==> src/rtl/rms_pkg.sv <==
`default_nettype none

package rms_pkg;

  // walking gait count default
  localparam int unsigned WALKING_GAITS_DEF = 3;

  // configuration register indexes
  localparam int unsigned CFG_IDX_W = 2;
  localparam logic [CFG_IDX_W-1:0] CFG_TORQUE_OFF_WAIT = 2'd0;
  localparam logic [CFG_IDX_W-1:0] CFG_IDLE_TIMEOUT    = 2'd1;
  localparam logic [CFG_IDX_W-1:0] CFG_DATA_TIMEOUT    = 2'd2;

  localparam logic [15:0] TORQUE_OFF_WAIT_RST = 16'd60000;
  localparam logic [15:0] IDLE_TIMEOUT_RST    = 16'd15000;
  localparam logic [15:0] DATA_TIMEOUT_RST    = 16'd250;

  localparam logic [4:0]  MAX_TICK_MS       = 5'd20;
  localparam logic [16:0] TIMER_MAX         = 17'd131071;
  localparam logic [11:0] PARK_MS           = 12'd3000;
  localparam logic [11:0] STAND_PARKED_MS   = 12'd3000;
  localparam logic [11:0] STAND_DEPLOYED_MS = 12'd1000;

  // mode codes as seen on the result channel
  localparam logic [2:0] MODE_OFF   = 3'd0;
  localparam logic [2:0] MODE_INIT  = 3'd1;
  localparam logic [2:0] MODE_READY = 3'd2;
  localparam logic [2:0] MODE_STAND = 3'd3;
  localparam logic [2:0] MODE_LEVEL = 3'd4;
  localparam logic [2:0] MODE_POSE  = 3'd5;
  localparam logic [2:0] MODE_WALK  = 3'd6;

  typedef enum logic [6:0] {
    ST_OFF   = 7'b0000001,
    ST_INIT  = 7'b0000010,
    ST_READY = 7'b0000100,
    ST_STAND = 7'b0001000,
    ST_LEVEL = 7'b0010000,
    ST_POSE  = 7'b0100000,
    ST_WALK  = 7'b1000000
  } mode_state_e;

  typedef enum logic [2:0] {
    GAIT_NONE    = 3'd0,
    GAIT_PARK    = 3'd1,
    GAIT_STANDUP = 3'd2,
    GAIT_POSING  = 3'd3,
    GAIT_LEVEL   = 3'd4,
    GAIT_WALK    = 3'd5
  } gait_req_e;

  typedef enum logic [1:0] {
    SOUND_NONE     = 2'd0,
    SOUND_STARTUP  = 2'd1,
    SOUND_SHUTDOWN = 2'd2
  } sound_e;

  typedef struct packed {
    logic [15:0] torque_off_wait_ms;
    logic [15:0] idle_timeout_ms;
    logic [15:0] data_timeout_ms;
  } cfg_t;

  typedef struct packed {
    logic [4:0]  elapsed_ms;
    logic        power_switch_on;
    logic        link_paired;
    logic [15:0] data_age_ms;
    logic        gait_ready;
    logic        all_torque_on;
    logic        new_command;
    logic        button_left;
    logic        button_right;
    logic [2:0]  mode_switches;
    logic        axes_active;
  } item_t;

  typedef struct packed {
    logic axes;
    logic balance;
    logic pose;
    logic adjust;
    logic right;
    logic left;
  } cmd_t;

  typedef struct packed {
    logic [2:0]  mode;
    gait_req_e   gait_request;
    logic [11:0] gait_duration_ms;
    logic [1:0]  walking_gait;
    logic        torque_off;
    sound_e      sound_cue;
    logic        reset_gait_params;
  } result_t;

  function automatic logic [2:0] mode_code(input mode_state_e st);
    logic [2:0] code;
    unique case (st)
      ST_OFF:   code = MODE_OFF;
      ST_INIT:  code = MODE_INIT;
      ST_READY: code = MODE_READY;
      ST_STAND: code = MODE_STAND;
      ST_LEVEL: code = MODE_LEVEL;
      ST_POSE:  code = MODE_POSE;
      ST_WALK:  code = MODE_WALK;
      default:  code = MODE_READY;
    endcase
    return code;
  endfunction

endpackage

`default_nettype wire

==> src/rtl/rms_cfg_regs.sv <==
`default_nettype none

module rms_cfg_regs (
  input  wire logic                           clk_i,
  input  wire logic                           rst_ni,
  input  wire logic                           cfg_we_i,
  input  wire logic [rms_pkg::CFG_IDX_W-1:0]  cfg_idx_i,
  input  wire logic [15:0]                    cfg_wdata_i,
  output rms_pkg::cfg_t                       cfg_o
);

  rms_pkg::cfg_t cfg_q;

  always_ff @(posedge clk_i or negedge rst_ni) begin
    if (!rst_ni) begin
      cfg_q.torque_off_wait_ms <= rms_pkg::TORQUE_OFF_WAIT_RST;
      cfg_q.idle_timeout_ms    <= rms_pkg::IDLE_TIMEOUT_RST;
      cfg_q.data_timeout_ms    <= rms_pkg::DATA_TIMEOUT_RST;
    end else if (cfg_we_i) begin
      unique case (cfg_idx_i)
        rms_pkg::CFG_TORQUE_OFF_WAIT: cfg_q.torque_off_wait_ms <= cfg_wdata_i;
        rms_pkg::CFG_IDLE_TIMEOUT:    cfg_q.idle_timeout_ms    <= cfg_wdata_i;
        rms_pkg::CFG_DATA_TIMEOUT:    cfg_q.data_timeout_ms    <= cfg_wdata_i;
        default: ;  // unmapped index, ignored
      endcase
    end
  end

  assign cfg_o = cfg_q;

endmodule

`default_nettype wire

==> src/rtl/rms_in_stage.sv <==
`default_nettype none

module rms_in_stage (
  input  wire logic           clk_i,
  input  wire logic           rst_ni,
  input  wire logic           load_i,
  input  wire logic           drain_i,
  input  wire rms_pkg::item_t item_i,
  output logic                valid_o,
  output rms_pkg::item_t      item_o
);

  logic           valid_q, valid_d;
  rms_pkg::item_t item_q;

  // load wins over drain: a drained slot refills in the same cycle
  always_comb begin
    valid_d = valid_q;
    if (load_i) begin
      valid_d = 1'b1;
    end else if (drain_i) begin
      valid_d = 1'b0;
    end
  end

  always_ff @(posedge clk_i or negedge rst_ni) begin
    if (!rst_ni) begin
      valid_q <= 1'b0;
    end else begin
      valid_q <= valid_d;
    end
  end

  always_ff @(posedge clk_i) begin
    if (load_i) begin
      item_q <= item_i;
    end
  end

  assign valid_o = valid_q;
  assign item_o  = item_q;

endmodule

`default_nettype wire

==> src/rtl/rms_core.sv <==
`default_nettype none

module rms_core #(
  parameter int unsigned WALKING_GAITS = rms_pkg::WALKING_GAITS_DEF
) (
  input  wire logic           clk_i,
  input  wire logic           rst_ni,
  input  wire logic           step_i,
  input  wire rms_pkg::cfg_t  cfg_i,
  input  wire rms_pkg::item_t item_i,
  output rms_pkg::result_t    res_o
);

  localparam logic [2:0] GaitCnt = 3'(WALKING_GAITS);

  rms_pkg::mode_state_e mode_q, mode_d;
  logic [16:0]          time_q, time_d;
  rms_pkg::cmd_t        cmd_q, cmd_d;
  logic [1:0]           gi_q, gi_d;

  logic [4:0]           dt;
  logic [17:0]          sum;
  logic [16:0]          t_acc;
  logic [16:0]          t_walk;
  logic [1:0]           gi;
  logic [2:0]           gi_inc;
  rms_pkg::cmd_t        lc;
  logic                 unhealthy;
  logic [16:0]          idle2;
  logic [16:0]          wait_lim;
  logic [16:0]          idle_lim;
  rms_pkg::gait_req_e   req;
  logic [11:0]          dur;
  logic                 torque;
  rms_pkg::sound_e      sound;
  logic                 prst;

  always_comb begin
    dt     = (item_i.elapsed_ms > rms_pkg::MAX_TICK_MS) ? rms_pkg::MAX_TICK_MS
                                                        : item_i.elapsed_ms;
    sum    = {1'b0, time_q} + {13'd0, dt};
    t_acc  = sum[17] ? rms_pkg::TIMER_MAX : sum[16:0];
    gi     = ({1'b0, gi_q} >= GaitCnt) ? 2'd0 : gi_q;
    gi_inc = {1'b0, gi} + 3'd1;

    if (item_i.new_command) begin
      lc = '{axes:    item_i.axes_active,
             balance: item_i.mode_switches[2],
             pose:    item_i.mode_switches[1],
             adjust:  item_i.mode_switches[0],
             right:   item_i.button_right,
             left:    item_i.button_left};
    end else begin
      lc = cmd_q;
    end

    unhealthy = !(item_i.link_paired && (item_i.data_age_ms <= cfg_i.data_timeout_ms))
                || !item_i.power_switch_on;
    idle2    = {cfg_i.idle_timeout_ms, 1'b0};
    wait_lim = {1'b0, cfg_i.torque_off_wait_ms};
    idle_lim = {1'b0, cfg_i.idle_timeout_ms};
    t_walk   = lc.axes ? 17'd0 : t_acc;

    mode_d = mode_q;
    time_d = t_acc;
    cmd_d  = lc;
    gi_d   = gi;
    req    = rms_pkg::GAIT_NONE;
    dur    = 12'd0;
    torque = 1'b0;
    sound  = rms_pkg::SOUND_NONE;
    prst   = 1'b0;

    unique case (mode_q)
      rms_pkg::ST_OFF: begin
        if (item_i.power_switch_on) begin
          sound  = rms_pkg::SOUND_STARTUP;
          req    = rms_pkg::GAIT_PARK;
          dur    = rms_pkg::PARK_MS;
          mode_d = rms_pkg::ST_INIT;
          time_d = 17'd0;
          prst   = 1'b1;
        end
      end
      rms_pkg::ST_INIT: begin
        if (item_i.gait_ready) begin
          if (!item_i.power_switch_on) begin
            torque = 1'b1;
            sound  = rms_pkg::SOUND_SHUTDOWN;
            mode_d = rms_pkg::ST_OFF;
            time_d = 17'd0;
          end else if (item_i.link_paired) begin
            if (!item_i.all_torque_on) begin
              req = rms_pkg::GAIT_PARK;
              dur = rms_pkg::PARK_MS;
            end
            mode_d = rms_pkg::ST_READY;
            time_d = 17'd0;
          end else if (t_acc > wait_lim) begin
            time_d = 17'd0;
            torque = 1'b1;
          end
        end
      end
      rms_pkg::ST_READY: begin
        if (unhealthy) begin
          cmd_d  = '0;
          mode_d = rms_pkg::ST_INIT;
          time_d = 17'd0;
          prst   = 1'b1;
        end else if (lc.left && item_i.gait_ready) begin
          cmd_d.left = 1'b0;
          req    = rms_pkg::GAIT_STANDUP;
          dur    = rms_pkg::STAND_PARKED_MS;
          mode_d = rms_pkg::ST_STAND;
          time_d = 17'd0;
        end else if (t_acc > wait_lim) begin
          time_d = 17'd0;
          torque = 1'b1;
        end
      end
      rms_pkg::ST_STAND: begin
        if (item_i.gait_ready) begin
          if (unhealthy) begin
            cmd_d  = '0;
            req    = rms_pkg::GAIT_PARK;
            dur    = rms_pkg::PARK_MS;
            mode_d = rms_pkg::ST_INIT;
            time_d = 17'd0;
            prst   = 1'b1;
          end else if (lc.pose) begin
            req    = rms_pkg::GAIT_POSING;
            mode_d = rms_pkg::ST_POSE;
            time_d = 17'd0;
          end else if (lc.balance) begin
            req    = rms_pkg::GAIT_LEVEL;
            mode_d = rms_pkg::ST_LEVEL;
            time_d = 17'd0;
          end else if (lc.left) begin
            cmd_d.left = 1'b0;
            req    = rms_pkg::GAIT_PARK;
            dur    = rms_pkg::PARK_MS;
            mode_d = rms_pkg::ST_READY;
            time_d = 17'd0;
          end else if (lc.axes || lc.right || lc.adjust) begin
            req    = rms_pkg::GAIT_WALK;
            mode_d = rms_pkg::ST_WALK;
            time_d = 17'd0;
          end else if (t_acc > idle2) begin
            req    = rms_pkg::GAIT_PARK;
            dur    = rms_pkg::PARK_MS;
            mode_d = rms_pkg::ST_READY;
            time_d = 17'd0;
          end
        end
      end
      rms_pkg::ST_LEVEL: begin
        if (item_i.gait_ready) begin
          if (unhealthy) begin
            cmd_d  = '0;
            req    = rms_pkg::GAIT_PARK;
            dur    = rms_pkg::PARK_MS;
            mode_d = rms_pkg::ST_INIT;
            time_d = 17'd0;
            prst   = 1'b1;
          end else if (lc.left) begin
            cmd_d.left = 1'b0;
            req    = rms_pkg::GAIT_PARK;
            dur    = rms_pkg::PARK_MS;
            mode_d = rms_pkg::ST_READY;
            time_d = 17'd0;
          end else if (lc.pose) begin
            req    = rms_pkg::GAIT_POSING;
            mode_d = rms_pkg::ST_POSE;
            time_d = 17'd0;
          end else if (!lc.balance) begin
            req    = rms_pkg::GAIT_STANDUP;
            dur    = rms_pkg::STAND_DEPLOYED_MS;
            mode_d = rms_pkg::ST_STAND;
            time_d = 17'd0;
          end
        end
      end
      rms_pkg::ST_POSE: begin
        if (item_i.gait_ready) begin
          if (unhealthy) begin
            cmd_d  = '0;
            req    = rms_pkg::GAIT_PARK;
            dur    = rms_pkg::PARK_MS;
            mode_d = rms_pkg::ST_INIT;
            time_d = 17'd0;
            prst   = 1'b1;
          end else if (lc.left) begin
            cmd_d.left = 1'b0;
            req    = rms_pkg::GAIT_PARK;
            dur    = rms_pkg::PARK_MS;
            mode_d = rms_pkg::ST_READY;
            time_d = 17'd0;
          end else if (!lc.pose) begin
            req    = rms_pkg::GAIT_STANDUP;
            dur    = rms_pkg::STAND_DEPLOYED_MS;
            mode_d = rms_pkg::ST_STAND;
            time_d = 17'd0;
          end
        end
      end
      rms_pkg::ST_WALK: begin
        // joystick activity keeps the idle timer at zero
        time_d = t_walk;
        if (unhealthy) begin
          cmd_d  = '0;
          req    = rms_pkg::GAIT_PARK;
          dur    = rms_pkg::PARK_MS;
          mode_d = rms_pkg::ST_INIT;
          time_d = 17'd0;
          prst   = 1'b1;
        end else if (lc.left) begin
          cmd_d.left = 1'b0;
          req    = rms_pkg::GAIT_PARK;
          dur    = rms_pkg::PARK_MS;
          mode_d = rms_pkg::ST_READY;
          time_d = 17'd0;
        end else if (lc.right) begin
          cmd_d.right = 1'b0;
          gi_d   = (gi_inc >= GaitCnt) ? 2'd0 : gi_inc[1:0];
          time_d = 17'd0;
          req    = rms_pkg::GAIT_WALK;
        end else if (lc.pose) begin
          req    = rms_pkg::GAIT_POSING;
          mode_d = rms_pkg::ST_POSE;
          time_d = 17'd0;
        end else if (lc.balance) begin
          req    = rms_pkg::GAIT_LEVEL;
          mode_d = rms_pkg::ST_LEVEL;
          time_d = 17'd0;
        end else if (t_walk > idle_lim) begin
          req    = rms_pkg::GAIT_STANDUP;
          dur    = rms_pkg::STAND_DEPLOYED_MS;
          mode_d = rms_pkg::ST_STAND;
          time_d = 17'd0;
        end
      end
      default: begin
        // corrupted mode: park and fall back to ready
        req    = rms_pkg::GAIT_PARK;
        dur    = rms_pkg::PARK_MS;
        mode_d = rms_pkg::ST_READY;
        time_d = 17'd0;
      end
    endcase

    res_o.mode              = rms_pkg::mode_code(mode_d);
    res_o.gait_request      = req;
    res_o.gait_duration_ms  = dur;
    res_o.walking_gait      = (req == rms_pkg::GAIT_WALK) ? gi_d : 2'd0;
    res_o.torque_off        = torque;
    res_o.sound_cue         = sound;
    res_o.reset_gait_params = prst;
  end

  always_ff @(posedge clk_i or negedge rst_ni) begin
    if (!rst_ni) begin
      mode_q <= rms_pkg::ST_OFF;
      time_q <= 17'd0;
      cmd_q  <= '0;
      gi_q   <= 2'd0;
    end else if (step_i) begin
      mode_q <= mode_d;
      time_q <= time_d;
      cmd_q  <= cmd_d;
      gi_q   <= gi_d;
    end
  end

endmodule

`default_nettype wire

==> src/rtl/robot_mode_supervisor.sv <==
// robot mode supervisor: one control tick in, one result out
//
// input channel: in_valid_i / in_stall_o with one port per tick field; a transfer
// happens on a rising edge with valid high and stall low
// result channel: out_valid_o / out_stall_i with one port per result field
// configuration: cfg_we_i writes cfg_wdata_i into register cfg_idx_i
// (0 torque-off wait, 1 idle timeout, 2 data timeout); other indexes are ignored
//
// a transferred tick is registered in the input stage, evaluated against the mode
// state and captured in the result register, which drives the result port
// throughput: one tick per cycle while the result channel is not stalled, set by
// the single evaluation stage between the input register and the result register
//
// reset: mode off, timer and latched command cleared, gait index 0, registers at
// their defaults, both channels empty
// a stalled result holds its value; the input register still takes one more tick,
// then in_stall_o rises until the result is taken
`default_nettype none

module robot_mode_supervisor #(
  parameter int unsigned WALKING_GAITS = rms_pkg::WALKING_GAITS_DEF
) (
  input  wire logic                          clk_i,
  input  wire logic                          rst_ni,
  // configuration write port
  input  wire logic                          cfg_we_i,
  input  wire logic [rms_pkg::CFG_IDX_W-1:0] cfg_idx_i,
  input  wire logic [15:0]                   cfg_wdata_i,
  // tick input channel
  input  wire logic                          in_valid_i,
  output logic                               in_stall_o,
  input  wire logic [4:0]                    elapsed_ms_i,
  input  wire logic                          power_switch_on_i,
  input  wire logic                          link_paired_i,
  input  wire logic [15:0]                   data_age_ms_i,
  input  wire logic                          gait_ready_i,
  input  wire logic                          all_torque_on_i,
  input  wire logic                          new_command_i,
  input  wire logic                          button_left_i,
  input  wire logic                          button_right_i,
  input  wire logic [2:0]                    mode_switches_i,
  input  wire logic                          axes_active_i,
  // result channel
  output logic                               out_valid_o,
  input  wire logic                          out_stall_i,
  output logic [2:0]                         mode_o,
  output logic [2:0]                         gait_request_o,
  output logic [11:0]                        gait_duration_ms_o,
  output logic [1:0]                         walking_gait_o,
  output logic                               torque_off_o,
  output logic [1:0]                         sound_cue_o,
  output logic                               reset_gait_params_o
);

  rms_pkg::cfg_t    cfg;
  rms_pkg::item_t   in_item;
  rms_pkg::item_t   s1_item;
  rms_pkg::result_t res;
  rms_pkg::result_t out_q;
  logic             s1_valid;
  logic             in_xfer;
  logic             advance;
  logic             out_valid_q, out_valid_d;

  rms_cfg_regs u_cfg (
    .clk_i       (clk_i),
    .rst_ni      (rst_ni),
    .cfg_we_i    (cfg_we_i),
    .cfg_idx_i   (cfg_idx_i),
    .cfg_wdata_i (cfg_wdata_i),
    .cfg_o       (cfg)
  );

  assign in_item = '{elapsed_ms:      elapsed_ms_i,
                     power_switch_on: power_switch_on_i,
                     link_paired:     link_paired_i,
                     data_age_ms:     data_age_ms_i,
                     gait_ready:      gait_ready_i,
                     all_torque_on:   all_torque_on_i,
                     new_command:     new_command_i,
                     button_left:     button_left_i,
                     button_right:    button_right_i,
                     mode_switches:   mode_switches_i,
                     axes_active:     axes_active_i};

  // the registered tick moves on whenever the result register is free or being taken
  assign advance    = s1_valid && (!out_valid_q || !out_stall_i);
  assign in_stall_o = s1_valid && !advance;
  assign in_xfer    = in_valid_i && !in_stall_o;

  rms_in_stage u_in (
    .clk_i   (clk_i),
    .rst_ni  (rst_ni),
    .load_i  (in_xfer),
    .drain_i (advance),
    .item_i  (in_item),
    .valid_o (s1_valid),
    .item_o  (s1_item)
  );

  // mode state advances exactly once per tick, when its result is captured
  rms_core #(
    .WALKING_GAITS (WALKING_GAITS)
  ) u_core (
    .clk_i  (clk_i),
    .rst_ni (rst_ni),
    .step_i (advance),
    .cfg_i  (cfg),
    .item_i (s1_item),
    .res_o  (res)
  );

  // result register
  always_comb begin
    out_valid_d = out_valid_q;
    if (advance) begin
      out_valid_d = 1'b1;
    end else if (!out_stall_i) begin
      out_valid_d = 1'b0;
    end
  end

  always_ff @(posedge clk_i or negedge rst_ni) begin
    if (!rst_ni) begin
      out_valid_q <= 1'b0;
    end else begin
      out_valid_q <= out_valid_d;
    end
  end

  always_ff @(posedge clk_i) begin
    if (advance) begin
      out_q <= res;
    end
  end

  assign out_valid_o         = out_valid_q;
  assign mode_o              = out_q.mode;
  assign gait_request_o      = out_q.gait_request;
  assign gait_duration_ms_o  = out_q.gait_duration_ms;
  assign walking_gait_o      = out_q.walking_gait;
  assign torque_off_o        = out_q.torque_off;
  assign sound_cue_o         = out_q.sound_cue;
  assign reset_gait_params_o = out_q.reset_gait_params;

endmodule

`default_nettype wire

==> config.mk <==
export PLATFORM = sky130hd
export DESIGN_NAME = robot_mode_supervisor
export DESIGN_NICKNAME = d
export VERILOG_FILES = /design/src/rtl/rms_pkg.sv /design/src/rtl/rms_cfg_regs.sv /design/src/rtl/rms_in_stage.sv /design/src/rtl/rms_core.sv /design/src/rtl/robot_mode_supervisor.sv
export SDC_FILE = /design/constraint.sdc
export NUM_CORES = 1
export LEC_CHECK = 0
export ABC_AREA = 0
export BUFFER_PORTS_ARGS = -buffer_cell sky130_fd_sc_hd__buf_2
export CAP_MARGIN = 10
export CORE_MARGIN = 5
export CORE_UTILIZATION = 30
export CTS_CLUSTER_SIZE = 12
export DETAILED_ROUTE_END_ITERATION = 12
export GPL_TIMING_DRIVEN = 0
export HOLD_SLACK_MARGIN = 0.08
export PLACE_DENSITY_LB_ADDON = 0.05
export SYNTH_ARGS = -nofsm -noshare
export SYNTH_HDL_FRONTEND = slang
export SYNTH_SLANG_ARGS = --single-unit
==> constraint.sdc <==
create_clock -name clk_i -period 14.54 [get_ports clk_i]
set_input_delay 1.454 -clock clk_i [delete_from_list [all_inputs] [get_ports clk_i]]
set_output_delay 1.454 -clock clk_i [all_outputs]
set_load 0.01 [all_outputs]
==> impl_metrics.toml <==
[run_status]
status = "completed"

[route]
vias = 6391
drt_iter0_drc = 326
drc = 0
wire_per_inst_um = 17.9
dr.pass1.iters = 5
drt_wl_total_mm = 22.8
drtAntennaViolNets = 0
via_per_inst = 5.04

[cts]
numCtsBuffers = 17
clockBufferDepth = 2
cts_tree = "built"
clk-insertion-delay-late_ns = 0.43
cts_root_buffer = "clkbuf_16"
hold_buffers = 0
cts_num_sinks = 129
h-tree-depth = 4
postCtsResizedCells = 0
cts.reportedPaths.clkPinSlew_ns = 0.07
post_cts_buffers = 0

[power]
ir_worst_vdd_v = 0.0000873
p_sw_mw = 0.480
power_frac_comb_pct = 30.4
powerDensity_nw_per_um2 = 138
p_int_mw = 0.829
netSwitchingFraction_pct = 36.7
p_seq_share_pct = 36.0
leakagePower_nw = 4.12
clockPowerShare_pct = 33.5

[cells_and_area]
fillers = 2654
regArea_um2 = 3490
multiInputGateArea_um2 = 4120
fin_cells = 1269
drive_gt1_share_pct = 21.0
area_growth_pct = 18.2
final_area_um2 = 9460
finalNetCount = 1047

[grt]
grt_pass1_vias = 6391
grt_usage_pct = 15.3
grt_overflow = 0
antenna_found_initial = 0
grt_max_degree = 53
grt_pass1_wl_mm = 36.6

[logic_synthesis]
synth-edff-count = 47
ys_warn_count = 0
ys_seq_area_share_pct = 43.6
synth_most_common_cell = "nand2_1"
async_reset_ff_share_pct = 63.6
syn_inst = 821
ys_types = 72
synth_area_leaders = "dfrtp_1 (19%), edfxtp_1 (18%), ha_1 (11%), dfstp_2 (6.9%), mux2_2 (5.3%)"
ys_top_cells_by_count = "nand2_1 (112), ha_1 (71), dfrtp_1 (61)"
avgSynthCellArea_um2 = 9.75
ys.flop_type = "dfrtp_1"
ys_ff_latch = 129
yosysTopAreaCell = "dfrtp_1"
synth_top_area_share_pct = 19.1
synth.cell_area_um2 = 8010

[die]
io_pins = 81
rows = 59
die_y_um = 173
die-width_um = 173
coreArea_um2 = 26200
initial_core_util_pct = 30.6
dieArea_um2 = 30100

[critical_path]
path_class = "flip-flop to flip-flop"
crit_chain = "o21ai_0, and2_1, ha_1, fa_1, a211oi_1, o21bai_1, and2_1, nor2b_1, xnor2_1, nand2_1, ha_1, nand4_1, or4_1, nor2_2, a22oi_2, or3_4, a211o_1, a2111oi_4, nor3_1"
crit_required_ns = 14.70
path_max_fanout = 5
worstSetupStartpointType = "flip-flop"
arrival_ns = 5.69
slowest_stage = "or4_1"
endpoint_kind = "flip-flop"
max_stage_delay_ns = 0.55

[run]
drv_cap = 0

[timing]
finalMaxSlewViolations = 0
fmax_mhz = 181
min_period_ns = 5.52
finalCritPeriodShare_pct = 38.0
setup_tns_ns = 0
max_slew.worst_pin.slew_ns = 1.06
hold_viol_final = 0
setup_viol = 0
finalClockSkew_ns = 0.0204
relSlewSlack_pct = 28.7
rsz0062_at_grt = "no"

[place]
routabilityCongestion = 0.859
post-place-cells = 1236
dpl.hpwl_mm = 17.7
port-buffer-count = 76
placed_area_um2 = 8850

[hold_path]
min_path_type = "flip-flop to flip-flop"
==> registers in the layout, indices dropped and copies added, names as in the netlist <==
signal               cells
gait_duration_ms_o       3
gait_request_o           3
mode_o                   3
out_valid_o              1
reset_gait_params_o      1
sound_cue_o              2
torque_off_o             1
u_cfg.cfg_o             48
u_core.cmd_q             6
u_core.gi_q              2
u_core.mode_q            7
u_core.time_q           17
u_in.item_o             32
u_in.valid_o             1
walking_gait_o           2
==> cell usage in the layout, fill, tap and decap left out, types with 38 or more instances in the layout <==
master | netlist | layout
nor2_1 | 40 | 40
nand2_1 | 112 | 112
a21oi_1 | 45 | 45
ha_1 | 71 | 71
mux2_2 | 38 | 38
inv_1 | 59 | 59
o21ai_0 | 55 | 55
edfxtp_1 | 47 | 47
buf_2 | 0 | 75
dfrtp_1 | 61 | 61
==> final cells by class <==
type                    instances  area share, %
clock buffers                  17           4.50
plain buffers                  38           2.04
diodes                          1         0.0264
flip-flops and latches        129           36.9
clock inverters                15           1.93
multi-input cells             598           43.5
well taps                     335           4.43
inverters                      59           2.34
repair buffers                 77           4.34
==> through the flow <==
step	util, %	setup WS [ns]	power, mW	hold WS (ns)
2_1_floorplan	-	9.80	0.743	0.448
3_3_place_gp	33.7	9.03	0.880	0.462
3_5_place_dp	33.8	9.01	0.878	0.471
4_1_cts	36.1	8.96	1.32	0.487
5_1_grt	36.1	8.70	1.39	0.522
6_report	36.1	9.02	1.31	0.481
==> worst max-delay path, delay by kind of cell (launching register included) <==
family | cells | cell delay [ns]
xor+xnor | 1 | 0.21
fa+ha+maj | 3 | 1.03
simple gates | 9 | 2.08
flops | 1 | 0.40
compound gates | 6 | 1.53
==> logic make-up after synthesis <==
logic type | Yosys count | share of synthesized area (%)
adders and majority gates | 72 | 11.3
xor gates and xnor gates | 11 | 1.20
and+or+nand+nor | 272 | 16.9
AOI/OAI and AO/OA | 193 | 15.5
other | 1 | 0.0468
muxes | 46 | 6.34
DFF | 129 | 43.6
buffers and inverters | 97 | 5.16
==> worst paths after layout <==
path	from	to	slack, ns	cells after the start
min	u_core.cmd_q[1]	u_core.cmd_q[1]	0.48	2
min reg2reg	u_core.cmd_q[1]	u_core.cmd_q[1]	0.48	2
min in group asynchronous	rst_ni	u_cfg.cfg_o[11]	0.96	1
max	u_in.item_o[31]	walking_gait_o[0]	9.02	19
max reg2reg	u_in.item_o[31]	walking_gait_o[0]	9.02	19
max in group asynchronous	rst_ni	u_cfg.cfg_o[3]	12.86	2
==> power groups by stage <==
stage | Clock (mW) | Combinational (mW) | Sequential [mW]
5_1_grt | 0.468 | 0.447 | 0.478
6_report | 0.439 | 0.398 | 0.472
3_3_place_gp | 0 | 0.401 | 0.479
2_1_floorplan | 0 | 0.267 | 0.476
3_5_place_dp | 0 | 0.399 | 0.479
4_1_cts | 0.451 | 0.401 | 0.472
==> metal layers <==
metal,vias to the layer above,track usage [%],part of all wire (%)
li1,3182,-,-
met1,3042,23.0,52
met2,152,22.8,43
met3,15,2.81,3.9
met4,0,3.29,0.94
met5,-,0,0
No activity file was read; power rests on OpenSTA's default activity.
